<file path="src/slcd_pkg.sv">
`timescale 1ns / 1ps
// ----------------------------------------------------------------------------
// slcd_pkg
// Shared types and constants for the sync/length/checksum deframer.
// ----------------------------------------------------------------------------
package slcd_pkg;

    localparam logic [7:0] SYNC_RESET = 8'h5A;
    localparam logic [7:0] BYTE_MASK  = 8'hFF;

    // Register indexes (byte address = 4 * index)
    localparam logic REG_SYNC_VALUE = 1'b0;
    localparam logic REG_RAW_MODE   = 1'b1;

    localparam int PADDR_W = 3;

    // Result queue between parser and output stage
    localparam int QDEPTH = 4;
    localparam int QAW    = $clog2(QDEPTH);
    localparam int QCW    = $clog2(QDEPTH + 1);

    typedef enum logic [1:0] {
        KIND_DATA  = 2'd0,
        KIND_END   = 2'd1,
        KIND_RAW   = 2'd2,
        KIND_UNUSED = 2'd3
    } t_kind;

    typedef struct packed {
        t_kind       kind;
        logic [7:0]  command;
        logic [7:0]  sub_command;
        logic [7:0]  data_byte;
        logic [15:0] data_index;
        logic [15:0] payload_length;
        logic        frame_last;
        logic        checksum_good;
    } t_result;

    typedef struct packed {
        logic [7:0] sync_value;
        logic       raw_mode;
    } t_cfg;

endpackage

</file>
<file path="src/slcd_front.sv">
`timescale 1ns / 1ps
// ----------------------------------------------------------------------------
// slcd_front
// Byte parser: hunts for sync, tracks frame fields, emits result records.
// ----------------------------------------------------------------------------
module slcd_front (
    input  logic              i_clk,
    input  logic              i_rst_n,
    input  slcd_pkg::t_cfg    i_cfg,
    input  logic              i_accept,
    input  logic [7:0]        i_rx_byte,
    output logic              o_push,
    output slcd_pkg::t_result o_result
);

    typedef enum logic [2:0] {
        PH_HUNT   = 3'd0,
        PH_CMD    = 3'd1,
        PH_LEN_LO = 3'd2,
        PH_LEN_HI = 3'd3,
        PH_SUB    = 3'd4,
        PH_DATA   = 3'd5,
        PH_CHECK  = 3'd6
    } t_phase;

    t_phase      r_phase,   n_phase;
    logic [7:0]  r_command, n_command;
    logic [7:0]  r_sub,     n_sub;
    logic [15:0] r_len,     n_len;
    logic [15:0] r_count,   n_count;
    logic [7:0]  r_sum,     n_sum;

    logic [16:0] w_count_inc;
    logic [7:0]  w_sum_add;

    assign w_count_inc = {1'b0, r_count} + 17'd1;
    assign w_sum_add   = r_sum + i_rx_byte;

    always_comb begin
        n_phase   = r_phase;
        n_command = r_command;
        n_sub     = r_sub;
        n_len     = r_len;
        n_count   = r_count;
        n_sum     = r_sum;
        o_push    = 1'b0;
        o_result  = '0;
        o_result.command        = r_command;
        o_result.sub_command    = r_sub;
        o_result.payload_length = r_len;

        if (i_cfg.raw_mode) begin
            // passthrough; any partial frame is dropped
            n_phase   = PH_HUNT;
            n_command = '0;
            n_sub     = '0;
            n_len     = '0;
            n_count   = '0;
            n_sum     = '0;
            o_push    = 1'b1;
            o_result  = '0;
            o_result.kind      = slcd_pkg::KIND_RAW;
            o_result.data_byte = i_rx_byte;
        end else begin
            unique case (r_phase)
                PH_HUNT: begin
                    if (i_rx_byte == i_cfg.sync_value) begin
                        n_phase   = PH_CMD;
                        n_command = '0;
                        n_sub     = '0;
                        n_len     = '0;
                        n_count   = '0;
                        n_sum     = '0;
                    end
                end
                PH_CMD: begin
                    n_command = i_rx_byte;
                    n_sum     = i_rx_byte;
                    n_phase   = PH_LEN_LO;
                end
                PH_LEN_LO: begin
                    n_len   = {8'h00, i_rx_byte};
                    n_sum   = w_sum_add;
                    n_phase = PH_LEN_HI;
                end
                PH_LEN_HI: begin
                    n_len   = {i_rx_byte, r_len[7:0]};
                    n_sum   = w_sum_add;
                    n_phase = ({i_rx_byte, r_len[7:0]} == 16'd0) ? PH_CHECK : PH_SUB;
                end
                PH_SUB: begin
                    n_sub   = i_rx_byte;
                    n_sum   = w_sum_add;
                    n_count = 16'd1;
                    n_phase = (r_len == 16'd1) ? PH_CHECK : PH_DATA;
                end
                PH_DATA: begin
                    n_sum   = w_sum_add;
                    o_push  = 1'b1;
                    o_result.kind       = slcd_pkg::KIND_DATA;
                    o_result.data_byte  = i_rx_byte;
                    o_result.data_index = r_count - 16'd1;
                    if (w_count_inc >= {1'b0, r_len}) n_phase = PH_CHECK;
                    n_count = w_count_inc[15:0];
                end
                PH_CHECK: begin
                    o_push = 1'b1;
                    o_result.kind          = slcd_pkg::KIND_END;
                    o_result.frame_last    = 1'b1;
                    o_result.checksum_good = ((r_sum ^ slcd_pkg::BYTE_MASK) == i_rx_byte);
                    n_phase   = PH_HUNT;
                    n_command = '0;
                    n_sub     = '0;
                    n_len     = '0;
                    n_count   = '0;
                    n_sum     = '0;
                end
                default: begin
                    n_phase = PH_HUNT;
                end
            endcase
        end

        if (!i_accept) begin
            o_push = 1'b0;
        end
    end

    always_ff @(posedge i_clk) begin
        if (!i_rst_n) begin
            r_phase   <= PH_HUNT;
            r_command <= '0;
            r_sub     <= '0;
            r_len     <= '0;
            r_count   <= '0;
            r_sum     <= '0;
        end else if (i_accept) begin
            r_phase   <= n_phase;
            r_command <= n_command;
            r_sub     <= n_sub;
            r_len     <= n_len;
            r_count   <= n_count;
            r_sum     <= n_sum;
        end
    end

endmodule

</file>
<file path="src/slcd_queue.sv">
`timescale 1ns / 1ps
// ----------------------------------------------------------------------------
// slcd_queue
// Small result FIFO between the parser and the output stage.
// ----------------------------------------------------------------------------
module slcd_queue (
    input  logic              i_clk,
    input  logic              i_rst_n,
    input  logic              i_push,
    input  slcd_pkg::t_result i_data,
    input  logic              i_pop,
    output slcd_pkg::t_result o_data,
    output logic              o_empty,
    output logic              o_full
);

    slcd_pkg::t_result r_mem [slcd_pkg::QDEPTH];
    logic [slcd_pkg::QAW-1:0] r_wr_ptr;
    logic [slcd_pkg::QAW-1:0] r_rd_ptr;
    logic [slcd_pkg::QCW-1:0] r_count;

    assign o_empty = (r_count == '0);
    assign o_full  = (r_count == slcd_pkg::QCW'(slcd_pkg::QDEPTH));
    assign o_data  = r_mem[r_rd_ptr];

    always_ff @(posedge i_clk) begin
        if (i_push) begin
            r_mem[r_wr_ptr] <= i_data;
        end
    end

    always_ff @(posedge i_clk) begin
        if (!i_rst_n) begin
            r_wr_ptr <= '0;
            r_rd_ptr <= '0;
            r_count  <= '0;
        end else begin
            if (i_push) r_wr_ptr <= r_wr_ptr + 1'b1;
            if (i_pop)  r_rd_ptr <= r_rd_ptr + 1'b1;
            if (i_push && !i_pop)      r_count <= r_count + 1'b1;
            else if (!i_push && i_pop) r_count <= r_count - 1'b1;
        end
    end

    a_no_overflow: assert property (@(posedge i_clk) disable iff (!i_rst_n)
        o_full && !i_pop |-> !i_push)
        else $error("result queue overflow");

    a_no_underflow: assert property (@(posedge i_clk) disable iff (!i_rst_n)
        o_empty |-> !i_pop)
        else $error("result queue underflow");

    a_ptr_match: assert property (@(posedge i_clk) disable iff (!i_rst_n)
        (o_empty || o_full) |-> (r_wr_ptr == r_rd_ptr))
        else $error("queue pointers disagree with count");

    a_end_flag: assert property (@(posedge i_clk) disable iff (!i_rst_n)
        i_push |-> (i_data.frame_last == (i_data.kind == slcd_pkg::KIND_END)))
        else $error("frame_last pushed on a non-end result");

endmodule

</file>
<file path="src/slcd_back.sv">
`timescale 1ns / 1ps
// ----------------------------------------------------------------------------
// slcd_back
// Output register stage: drains the result queue onto the output channel.
// ----------------------------------------------------------------------------
module slcd_back (
    input  logic              i_clk,
    input  logic              i_rst_n,
    input  logic              i_q_empty,
    input  slcd_pkg::t_result i_q_data,
    output logic              o_q_pop,
    input  logic              i_stall,
    output logic              o_valid,
    output slcd_pkg::t_result o_result
);

    logic              r_valid;
    slcd_pkg::t_result r_result;

    assign o_q_pop  = !i_q_empty && (!r_valid || !i_stall);
    assign o_valid  = r_valid;
    assign o_result = r_result;

    always_ff @(posedge i_clk) begin
        if (!i_rst_n) begin
            r_valid <= 1'b0;
        end else if (o_q_pop) begin
            r_valid <= 1'b1;
        end else if (!i_stall) begin
            r_valid <= 1'b0;
        end
    end

    always_ff @(posedge i_clk) begin
        if (o_q_pop) begin
            r_result <= i_q_data;
        end
    end

endmodule

</file>
<file path="src/sync_length_checksum_deframer.sv">
`timescale 1ns / 1ps
// ----------------------------------------------------------------------------
// sync_length_checksum_deframer
// Byte-stream frame parser with sync hunt, length field and checksum check.
// ----------------------------------------------------------------------------
// Takes one received byte per item and accepts a new byte every cycle. Bytes
// are dropped until the sync byte (register 0, reset 0x5A) is seen; then a
// command byte, a little-endian 16-bit payload length, the payload and one
// checksum byte follow. The first payload byte is the sub-command; each later
// payload byte leaves as a data item (kind 0) with its index. The checksum
// byte yields a frame-end item (kind 1) whose checksum_good says whether it
// equals the inverted 8-bit sum of command, length bytes and payload. With
// raw_mode (register 1) set, each byte leaves unparsed as kind 2. A byte's
// result is written into the queue when the byte is accepted, then moves on
// into the output register, from which it leaves once i_out_stall is low.
// The parser keeps the full rate as long as the four-entry result queue and
// the output register are not backed up by i_out_stall, in which case
// o_rx_stall rises once the queue is full.
// Registers sit at byte addresses 0 and 4 of the APB port; write them only
// while the block is idle.
// ----------------------------------------------------------------------------
module sync_length_checksum_deframer (
    input  logic                          i_clk,
    input  logic                          i_rst_n,

    // APB configuration port
    input  logic                          psel,
    input  logic                          penable,
    input  logic                          pwrite,
    input  logic [slcd_pkg::PADDR_W-1:0]  paddr,
    input  logic [31:0]                   pwdata,
    output logic [31:0]                   prdata,
    output logic                          pready,

    // Received byte channel
    input  logic                          i_rx_valid,
    output logic                          o_rx_stall,
    input  logic [7:0]                    i_rx_byte,

    // Result channel
    output logic                          o_out_valid,
    input  logic                          i_out_stall,
    output logic [1:0]                    o_out_kind,
    output logic [7:0]                    o_command,
    output logic [7:0]                    o_sub_command,
    output logic [7:0]                    o_data_byte,
    output logic [15:0]                   o_data_index,
    output logic [15:0]                   o_payload_length,
    output logic                          o_frame_last,
    output logic                          o_checksum_good
);

    // ---- configuration registers ----
    slcd_pkg::t_cfg r_cfg;
    logic           w_cfg_wr;
    logic           w_reg_sel;

    assign pready    = 1'b1;
    assign w_cfg_wr  = psel && penable && pwrite && pready;
    assign w_reg_sel = paddr[2];   // register index = address / 4

    always_ff @(posedge i_clk) begin
        if (!i_rst_n) begin
            r_cfg.sync_value <= slcd_pkg::SYNC_RESET;
            r_cfg.raw_mode   <= 1'b0;
        end else if (w_cfg_wr) begin
            unique case (w_reg_sel)
                slcd_pkg::REG_SYNC_VALUE: r_cfg.sync_value <= pwdata[7:0];
                slcd_pkg::REG_RAW_MODE:   r_cfg.raw_mode   <= pwdata[0];
                default:                  r_cfg            <= r_cfg;
            endcase
        end
    end

    always_comb begin
        unique case (w_reg_sel)
            slcd_pkg::REG_SYNC_VALUE: prdata = {24'd0, r_cfg.sync_value};
            slcd_pkg::REG_RAW_MODE:   prdata = {31'd0, r_cfg.raw_mode};
            default:                  prdata = '0;
        endcase
    end

    // ---- front: parser ----
    // The input side only looks at the queue's registered full flag, so the
    // output stall never reaches o_rx_stall combinationally.
    logic              w_q_full;
    logic              w_q_empty;
    logic              w_rx_accept;
    logic              w_push;
    logic              w_pop;
    slcd_pkg::t_result w_front_res;
    slcd_pkg::t_result w_q_data;
    slcd_pkg::t_result w_out_res;

    assign o_rx_stall  = w_q_full;
    assign w_rx_accept = i_rx_valid && !w_q_full;

    slcd_front u_front (
        .i_clk     (i_clk),
        .i_rst_n   (i_rst_n),
        .i_cfg     (r_cfg),
        .i_accept  (w_rx_accept),
        .i_rx_byte (i_rx_byte),
        .o_push    (w_push),
        .o_result  (w_front_res)
    );

    // ---- queue between parser and output ----
    slcd_queue u_queue (
        .i_clk   (i_clk),
        .i_rst_n (i_rst_n),
        .i_push  (w_push),
        .i_data  (w_front_res),
        .i_pop   (w_pop),
        .o_data  (w_q_data),
        .o_empty (w_q_empty),
        .o_full  (w_q_full)
    );

    // ---- back: output register ----
    slcd_back u_back (
        .i_clk     (i_clk),
        .i_rst_n   (i_rst_n),
        .i_q_empty (w_q_empty),
        .i_q_data  (w_q_data),
        .o_q_pop   (w_pop),
        .i_stall   (i_out_stall),
        .o_valid   (o_out_valid),
        .o_result  (w_out_res)
    );

    assign o_out_kind       = w_out_res.kind;
    assign o_command        = w_out_res.command;
    assign o_sub_command    = w_out_res.sub_command;
    assign o_data_byte      = w_out_res.data_byte;
    assign o_data_index     = w_out_res.data_index;
    assign o_payload_length = w_out_res.payload_length;
    assign o_frame_last     = w_out_res.frame_last;
    assign o_checksum_good  = w_out_res.checksum_good;

endmodule

</file>
<file path="config.mk">
export PLATFORM = sky130hd
export DESIGN_NAME = sync_length_checksum_deframer
export DESIGN_NICKNAME = d
export VERILOG_FILES = /design/src/slcd_pkg.sv /design/src/slcd_front.sv /design/src/slcd_queue.sv /design/src/slcd_back.sv /design/src/sync_length_checksum_deframer.sv
export SDC_FILE = /design/constraint.sdc
export NUM_CORES = 1
export LEC_CHECK = 0
export BUFFER_PORTS_ARGS = -buffer_cell sky130_fd_sc_hd__buf_2
export CORE_MARGIN = 10
export CORE_UTILIZATION = 54
export DETAILED_ROUTE_END_ITERATION = 7
export PLACE_DENSITY = 0.78
export REMOVE_ABC_BUFFERS = 1
export SLEW_MARGIN = 20
export SYNTH_ARGS = -nofsm -noshare
export SYNTH_HDL_FRONTEND = slang
export SYNTH_SLANG_ARGS = --single-unit
</file>
<file path="constraint.sdc">
create_clock -name i_clk -period 4.9 [get_ports i_clk]
set_input_delay 0.98 -clock i_clk [delete_from_list [all_inputs] [get_ports i_clk]]
set_output_delay 0.98 -clock i_clk [all_outputs]
set_load 0.02 [all_outputs]
</file>
# After elaboration in Yosys (flattened, before gate mapping)
# Memories as Yosys holds them, arrays and structs flattened. A register that Yosys moved wholly into a read port is not among the register bits.
# Index checks and enable logic that the tools add are counted.
word_totals:
  reg_bits: 76
  latch_bits: 0
  ramBits: 240
  mem_bits_ro: 0
  input_bits: 50
  out_inout_bits: 95
  wordCells: 108
  memories: 1
op_classes:
  add_sub_neg: 7
  n_mul: 0
  div: 0
  n_lt_le_gt_ge: 1
  eq_ne: 14
  shifts: 0
  muxes: 36
  bitwise: 2
  reduce_logical: 34
memory_table:
  columns: ["name", "words", "word_bits", "rd", "rd_ports_with_merged_regs", "write_ports", "line_no", "text"]
  rows:
  - ["u_queue.r_mem", 4, 60, 1, 1, 1, "slcd_queue.sv:17", "slcd_pkg::t_result r_mem [slcd_pkg::QDEPTH];"]
ops:
  columns: ["operator", "n"]
  rows:
  - ["$pmux 16 s4", 2]
  - ["$mux 16", 5]
  - ["$pmux 32 s2", 1]
  - ["$mux 24", 2]
  - ["$pmux 8 s3", 2]
  - ["$mux 8", 4]
  - ["$pmux 8 s4", 1]
  - ["$pmux 3 s6", 1]
  - ["$reduce_and 3->1", 6]
  - ["$add 16x1->17 const B", 1]
  - ["$ge 17x16->1", 1]
  - ["$eq 16x1->1 const B", 1]
  - ["$eq 8x8->1", 2]
  - ["$logic_not 16->1", 1]
  - ["$sub 16x1->16 const B", 1]
  - ["$mux 3", 5]
  - ["$reduce_bool 5->1", 3]
  - ["$eq 3x3->1 const B", 4]
  - ["$reduce_bool 4->1", 3]
  - ["$mux 2", 5]
  - ["$add 8x8->8", 1]
  - ["$mux 1", 8]
  - ["$not 8->8", 1]
  - ["$eq 3x2->1 const B", 2]
  - ["other kinds (17)", 31]

# Depth between registers and ports, before layout
# Gate-level depths: netlist of run 1.
logic_depth:
  ltp_word: 9
  depth_mapped: 12
  depth_no_buf: 11

# Hierarchy
# Synthesis of run 1 repeated with hierarchy kept, for this count alone.
unflattened:
  hier_cells: 1010
  hier_area_um2: 15745.1
by_module_without_submodules:
  columns: ["module", "instances", "cells_per_inst", "area_per_inst_um2", "seq_area_each_um2"]
  rows:
  - ["slcd_queue", 1, 357, 9168.8, 7387.1]
  - ["slcd_front", 1, 513, 4080.2, 1181.1]
  - ["slcd_back", 1, 64, 1841.8, 1821.7]
  - ["sync_length_checksum_deframer", 1, 76, 654.4, 180.2]

# Worst setup path after synthesis of run 1
# Ideal clock, no wire load.
synth_timing:
  kind: "input to register"
  startpoint: "in i_out_stall"
  endpoint: "reg u_queue.r_count[2] (netlist name)"
  setup_time_ps: 70
  arrival_ps: 5208
  required_time_ps: 4830
  path_slack_ps: -378
  cell_stages: 8
  path_buffers: 0
  cell_sequence: "a21oi_1 > inv_1 > ha_1 > inv_1 > fa_1 > xor2_1 > or3_1 > a21oi_1"
synth_between:
  elab_chain_cells: 6
  elab_cells_between_ends: 8
  classes_between: "mux (1); reduce/logical (7)"
synth_lines:
  columns: ["element", "line_no", "text"]
  rows:
  - ["start: declaration", "sync_length_checksum_deframer.sv:42", "input logic i_out_stall,"]
  - ["$logic_not 1->1 *", "slcd_back.sv:20", "assign o_q_pop = !i_q_empty && (!r_valid || !i_stall);"]
  - ["$logic_or 1x1->1 *", "slcd_back.sv:20", null]
  - ["$logic_and 1x1->1 *", "slcd_back.sv:20", null]
  - ["$logic_not 1->1", "slcd_queue.sv:40", "if (i_push && !i_pop) r_count <= r_count + 1'b1;"]
  - ["$logic_and 1x1->1", "slcd_queue.sv:40", null]
  - ["$mux 3 or $reduce_bool 2->1 (tied branches)", null, null]
  - ["end signal: assignment", "slcd_queue.sv:40", null]
  - ["end signal: assignment", "slcd_queue.sv:41", "else if (!i_push && i_pop) r_count <= r_count - 1'b1;"]
  - ["end: declaration", "slcd_queue.sv:20", "logic [slcd_pkg::QCW-1:0] r_count;"]
# Mark *: on every way between the ends. The rest lies on a longest branch, timed or not.
# A chain may end at the register's enable or synchronous reset.

# Worst setup path in the final report of run 1
layout_timing:
  startpoint: "reg u_front.r_count[2]"
  endpoint: "reg u_front.r_phase[0]"
layout_between:
  elab_chain_cells: 4
layout_lines:
  columns: ["element", "line_no", "text"]
  rows:
  - ["start: declaration", "slcd_front.sv:30", "logic [15:0] r_count, n_count;"]
  - ["start signal: assignment", "slcd_front.sv:142", "r_count <= n_count;"]
  - ["$add 16x1->17", "slcd_front.sv:36", "assign w_count_inc = {1'b0, r_count} + 17'd1;"]
  - ["$ge 17x16->1", "slcd_front.sv:103", "if (w_count_inc >= {1'b0, r_len}) n_phase = PH_CHECK;"]
  - ["$ne 3x2->1 (no line)", null, null]
  - ["$reduce_and 3->1 (no line)", null, null]
  - ["end signal: assignment", "slcd_front.sv:138", "r_phase <= n_phase;"]
  - ["end: declaration", "slcd_front.sv:26", "t_phase r_phase, n_phase;"]
# No other way between the ends.

==> results of run 1 <==
[power breakdown]
part / internal (W) / leakage [nW] / switching, W
Clock: 0.00157 / 0.572 / 0.00115
Combinational: 0.000487 / 2.25 / 0.000841
Sequential: 0.00376 / 3.64 / 0.000179
Total: 0.00582 / 6.47 / 0.00217
[worst register-to-register path, stage by stage (launching register included)]
cell	delay [ps]
dfxtp_1	610
and4_2	360
nand4_1	240
nor3_2	400
xor2_1	120
ha_1	310
nand3_1	120
or3_1	390
o32a_1	310
nand4_1	100
and3_1	240
mux2i_1	190
[sequential cells by signal, indices dropped and copies added (netlist names)]
register / count
u_front.r_sum: 8
u_queue.r_wr_ptr: 2
u_queue.r_rd_ptr: 2
u_back.o_result: 59
u_front.r_sub: 8
u_queue.r_mem: 236
u_front.r_len: 16
u_front.r_command: 8
u_front.r_count: 16
u_back.o_valid: 1
r_cfg: 9
u_queue.r_count: 3
u_front.r_phase: 3
[area by class of cell]
class / instances / area [um2]
fillers: 2167 / 11100
flip-flops and latches: 371 / 10400
multi-input cells: 630 / 4800
clock buffers: 44 / 952
repair buffers: 105 / 618
well taps: 384 / 480
clock inverters: 24 / 229
inverters: 27 / 101
[cell families after synthesis]
| kind of cell | share of synthesized area |
|---|---|
| AND/OR/NAND/NOR | 0.107 |
| other | 0.000479 |
| flip-flops | 0.662 |
| XOR/XNOR | 0.0235 |
| adder cells (fa/ha/maj) | 0.0265 |
| multiplexers | 0.0938 |
| buffers and inverters | 0.0380 |
| AO/OA/AOI/OAI | 0.0483 |
[worst min-delay path by stage]
| stage | cells after the start | to | slack [ps] |
|---|---|---|---|
| finish | 2 | u_front.r_len[7] | 450 |
| global route | 2 | u_front.r_sub[3] | 460 |
| detailed placement | 2 | u_front.r_sub[3] | 440 |
| CTS | 2 | u_front.r_sub[3] | 450 |
| floorplan | 2 | u_front.r_sub[0] | 430 |
| global placement | 2 | u_front.r_sub[1] | 440 |
[routing by layer]
metal	wire, um	vias to the layer above	track usage
met5	0	-	0
li1	-	4173	-
met4	529	0	0.0427
met1	13500	4398	0.228
met2	14300	218	0.265
met3	1640	41	0.0309
[cell usage in the layout (no fill, tap or decap), drive strengths merged, types with 7 or more instances in the layout]
cell type	instances
nand4	13
mux4	59
nor2b	48
xnor2	29
xor2	13
edfxtp	295
conb	25
clkbuf	44
a21oi	70
buf	105
nand2b	13
ha	30
dfxtp	76
nor3	11
nand3	29
nor2	90
o21ai	21
and2	7
mux2i	13
nand2	70
or3	16
nor4	7
clkinv	19
inv	27
[metrics by stage]
step / setup slack [ps] / total power (W) / hold WS, ps / area (um2) / utilization
2_1_floorplan: -410 / 0.00494 / 427 / 15300 / -
3_3_place_gp: 1520 / 0.00536 / 438 / 16400 / 0.571
3_5_place_dp: 1460 / 0.00538 / 443 / 16400 / 0.571
4_1_cts: 1450 / 0.00809 / 449 / 17600 / 0.612
5_1_grt: 1190 / 0.00834 / 459 / 17600 / 0.612
6_report: 1460 / 0.00799 / 454 / 17600 / 0.612
==> metrics.csv, run 1 <==
stage;metric;value;unit
status;run status;complete, no violations;
worst_setup_path;Worst Reg-to-Reg Cells;11;
sta;fin crit period;3440;ps
worst_setup_path;CP max FO;10;
drt;TritonRoute pass-1 iters;5;
global_route;first-pass GRT wire length;48200;um
final_layout;Ant. Diodes;0;
worst_hold_path;Hold Path Class;register to register;
worst_setup_path;worst setup path class;register to register;
drt;Via-to-Cell Ratio;5.57;
yosys;Synth cell types;65;
floorplan;Die ar.;36200;um2
yosys;Mapped Cells;1092;
clock_tree;CTS resizes;0;
sta;worst clock skew;7.89;ps
worst_setup_path;CP Cell Sequence;and4_2 -> nand4_1 -> nor3_2 -> xor2_1 -> ha_1 -> nand3_1 -> or3_1 -> o32a_1 -> nand4_1 -> and3_1 -> mux2i_1;
yosys;Post-synth EDFFs;295;
worst_setup_path;crit start category;register;
placed_design;DP Wirelength;19000;um
floorplan;Die H;190;um
drt;drt first-iter violations;684;
worst_setup_path;beginning of the critical path;u_front.r_count[2];
drt;average wire per standard cell;18.9;um
global_route;Overflow after GRT;0;
sta;final critical-path share of the clock period;0.702;
job;Max Cap Viol;0;
yosys;Syn Std Cell Area;15700;um2
yosys;register area share after synthesis;0.662;
drt;via count;8830;
placed_design;Port-buffer cells;93;
worst_setup_path;Critical Path Max Stage Delay;610;ps
drt;Antenna Nets Post-Route;0;
clock_tree;# Post-CTS Setup Buffers;0;
sta;fin. max-slew vios;0;
worst_setup_path;CP bufs+invs;0;
floorplan;core area;28700;um2
floorplan;row cnt;62;
sta;final setup TNS;0;ps
yosys;register bit total from synthesis;371;
global_route;vias in the first global route;8836;
sta;Slew headroom;0.302;
final_layout;Finished Layout Cells;1585;
yosys;post-synth top area cell;edfxtp_1;
global_route;largest net degree at the start of global routing;73;
worst_hold_path;hold_sp;u_front.r_len[7];
clock_tree;deepest clock path buffer count;3;
final_layout;synth-to-layout area growth;12.1;%
worst_setup_path;Critical Path Sink Type;register;
power;maximum vdd drop;0.403;mV
worst_setup_path;critical path depth in cells;11;
clock_tree;Sink Count;371;
worst_setup_path;CP most frequent cell;nand4_1;
clock_tree;root buffer cell;clkbuf_16;
drt;drc violations;0;
sta;final hold vios;0;
placed_design;placed cells;1517;
power;leak pwr;6.47;nW
global_route;initial antenna violation count;0;
clock_tree;CTS tree;built;
worst_setup_path;Max stage delay cell, worst path;dfxtp_1;
clock_tree;CTS Hold Buffers Added;0;
worst_setup_path;r2r setup slk;1460;ps
yosys;most frequent cell after synthesis;edfxtp_1;
placed_design;GPL Wtd Cong;0.826;
yosys;Ys Warns;0;
yosys;syn_area_per_cell;14.4;um2
sta;FMAX;291;MHz
yosys;ys flop type;edfxtp_1;
sta;RSZ-0062 raised after global routing;no;
floorplan;top-level I/O count;145;
global_route;total global-route track usage;0.165;
clock_tree;clk slew on worst S/H paths;60;ps
worst_setup_path;CP Data Arrival Time;3890;ps
power;pwr dens;455;nW/um2
yosys;share of the synthesized area in the top cell type;0.565;
final_layout;Layout Nets;1254;
clock_tree;Num CTS Buffers;37;
yosys;asr flop ratio synth;0;
yosys;top post-synthesis cells by count;edfxtp_1, nor2_1, dfxtp_1, a21oi_1, nand2_1;
final_layout;share of cells above drive strength 1;0.199;
worst_setup_path;Critical Path End;u_front.r_phase[0];
sta;worst slew pin tran;1040;ps
floorplan;Die X;190;um
yosys;largest cells by area after synthesis;edfxtp_1, dfxtp_1, mux4_2;
clock_tree;H-tree Lvls;2;
worst_setup_path;Top delay family on crit path;simple AND/OR/NAND/NOR gates;
worst_setup_path;Critical Path RT;5350;ps
floorplan;Initial Utilization;0.546;
drt;WL final;30000;um
worst_setup_path;reg2reg start;u_front.r_count[2];
clock_tree;worst-skew pair later-pin latency;520;ps
sta;setup violators final;0;
worst_setup_path;R2R Path End;u_front.r_phase[0];
Power figures use the tool's default switching activity.
==> run 2: changes to the inputs <==
--- a/config.mk
+++ b/config.mk
@@ -7,9 +7,9 @@
 export LEC_CHECK = 0
 export BUFFER_PORTS_ARGS = -buffer_cell sky130_fd_sc_hd__buf_2
 export CORE_MARGIN = 10
-export CORE_UTILIZATION = 54
+export CORE_UTILIZATION = 59
 export DETAILED_ROUTE_END_ITERATION = 7
-export PLACE_DENSITY = 0.78
+export PLACE_DENSITY = 0.81
 export REMOVE_ABC_BUFFERS = 1
 export SLEW_MARGIN = 20
 export SYNTH_ARGS = -nofsm -noshare
==> constraint.sdc (replaced) <==
create_clock -name i_clk -period 3.5 [get_ports i_clk]
set_input_delay 0.7 -clock i_clk [delete_from_list [all_inputs] [get_ports i_clk]]
set_output_delay 0.7 -clock i_clk [all_outputs]
set_load 0.02 [all_outputs]
==> metrics.csv, run 2 (synthesis results as in run 1) <==
stage;metric;value;unit;change
status;run status;complete, no violations;;
worst_setup_path;Top delay family on crit path;simple AND/OR/NAND/NOR gates;;
placed_design;GPL Wtd Cong;0.874;;+5.8%
floorplan;Die H;183;um;-3.9%
final_layout;Layout Nets;1266;;+0.96%
worst_setup_path;Critical Path Max Stage Delay;500;ps;-110 ps
clock_tree;clk slew on worst S/H paths;60;ps;about the same
worst_setup_path;Critical Path RT;3950;ps;-1400 ps
clock_tree;# Post-CTS Setup Buffers;0;;unchanged
sta;worst clock skew;23.9;ps;+16.0 ps
clock_tree;CTS Hold Buffers Added;0;;unchanged
sta;worst slew pin tran;918;ps;-123 ps
drt;Antenna Nets Post-Route;0;;unchanged
worst_setup_path;Max stage delay cell, worst path;dfxtp_1;;
final_layout;Final Util;0.677;;+0.0648
sta;setup ws final;324;ps;-1140 ps
final_layout;Largest register FFs;236;;unchanged
final_layout;Finished Layout Cells;1549;;-2.3%
global_route;Overflow after GRT;0;;unchanged
worst_setup_path;CP max FO;7;;-3
placed_design;post-place setup slack;377;ps;-1090 ps
floorplan;Die ar.;33500;um2;-7.6%
sta;FMAX;315;MHz;+8.3%
worst_setup_path;CP Cell Sequence;and4_2 -> nand4_1 -> nor3_2 -> xor2_1 -> ha_1 -> nand3_1 -> or3_1 -> o32a_1 -> nand4_1 -> and3_1 -> mux2i_1;;
worst_setup_path;crit start category;register;;
drt;TritonRoute pass-1 iters;5;;unchanged
final_layout;Final Cell Area;17700;um2;+0.68%
sta;fin. max-slew vios;0;;unchanged
clock_tree;deepest clock path buffer count;3;;unchanged
drt;WL final;31600;um;+5.4%
drt;drt first-iter violations;790;;+15%
sta;worst hold slack;385;ps;-68.1 ps
sta;setup violators final;0;;unchanged
sta;final hold vios;0;;unchanged
floorplan;core area;26100;um2;-9.0%
worst_setup_path;CP bufs+invs;0;;unchanged
placed_design;Post-Place Cell Area;16400;um2;+0.25%
clock_tree;root buffer cell;clkbuf_16;;
drt;average wire per standard cell;20.4;um;+7.8%
sta;Slew headroom;0.388;;+0.0862
clock_tree;Num CTS Buffers;37;;unchanged
final_layout;Top reg by flops;u_queue.r_mem;;
drt;via count;9162;;+3.8%
placed_design;DP Wirelength;19700;um;+3.7%
power;leak pwr;6.59;nW;+1.9%
clock_tree;CTS tree;built;;
floorplan;top-level I/O count;145;;unchanged
global_route;initial antenna violation count;1;;+1
global_route;first-pass GRT wire length;49900;um;+3.6%
job;Max Cap Viol;0;;unchanged
final_layout;commonest non-fill, non-tap cell in the layout;edfxtp_1;;
clock_tree;CTS resizes;0;;unchanged
final_layout;most frequent cells in the layout;edfxtp_1, buf_2, nor2_1;;
clock_tree;worst-skew pair later-pin latency;520;ps;about the same
worst_setup_path;Critical Path Sink Type;register;;
power;pwr dens;647;nW/um2;+42%
worst_hold_path;Hold Path Class;input pin to register;;
global_route;largest net degree at the start of global routing;63;;-14%
placed_design;placed cells;1480;;-2.4%
floorplan;Initial Utilization;0.600;;+0.0537
sta;final critical-path share of the clock period;0.908;;+0.205
final_layout;synth-to-layout area growth;12.9;%;
drt;drc violations;0;;unchanged
global_route;total global-route track usage;0.187;;+0.0218
worst_setup_path;CP most frequent cell;nand4_1;;
final_layout;share of cells above drive strength 1;0.213;;+0.0137
floorplan;row cnt;59;;-4.8%
floorplan;Die X;183;um;-3.9%
sta;RSZ-0062 raised after global routing;no;;
clock_tree;H-tree Lvls;2;;unchanged
power;maximum vdd drop;0.361;mV;-10%
worst_setup_path;CP Data Arrival Time;3630;ps;-260 ps
sta;fin crit period;3180;ps;-264 ps
global_route;vias in the first global route;9336;;+5.7%
worst_setup_path;worst setup path class;register to register;;
clock_tree;Sink Count;371;;unchanged
placed_design;Port-buffer cells;93;;unchanged
drt;Via-to-Cell Ratio;5.91;;+6.2%
-- run 2: per-layer routing --
layer | global-route usage | routed length [um]
met1 | 0.245 | 12900
met2 | 0.308 | 15700
met3 | 0.0316 | 2220
met4 | 0.0715 | 725
met5 | 0 | 0
-- run 2: final timing paths --
check | startpoint | slack, ps | end | cells past startpoint
worst min register to register | u_front.r_sub[6] | 450 | u_front.r_sub[6] | 2
worst max register to register | u_front.r_count[4] | 320 | u_front.r_phase[1] | 11
worst min-delay path | pwdata[3] | 390 | r_cfg[4] | 3
worst max-delay path | u_front.r_count[4] | 320 | u_front.r_phase[1] | 11
-- run 2: worst min-delay path: cells and delay by family --
kind	cells	cell delay (ps)
AND/OR/NAND/NOR	2	100
buffers and inverters	1	80
-- run 2: cell type report --
cell class              count  area, um2
flip-flops and latches    371      10400
fillers                  1762       8440
multi-input cells         630       4800
clock buffers              49       1110
repair buffers            117        721
well taps                 335        419
clock inverters            19        151
inverters                  27        101
diodes                      1       2.50
-- run 2: power by group --
part	total, W	switching (W)	internal (W)
clock network	0.00399	0.00161	0.00238
logic	0.00196	0.00126	0.000699
registers	0.00548	0.000213	0.00527
total	0.0114	0.00309	0.00835
-- run 2: metrics by stage --
| step | total power [W] | setup TNS (ps) |
|---|---|---|
| 5_1_grt | 0.0119 | 0 |
| 4_1_cts | 0.0116 | 0 |
| 3_3_place_gp | 0.00753 | 0 |
| 6_report | 0.0114 | 0 |
| 3_5_place_dp | 0.00758 | 0 |
| 2_1_floorplan | 0.00690 | -132050 |
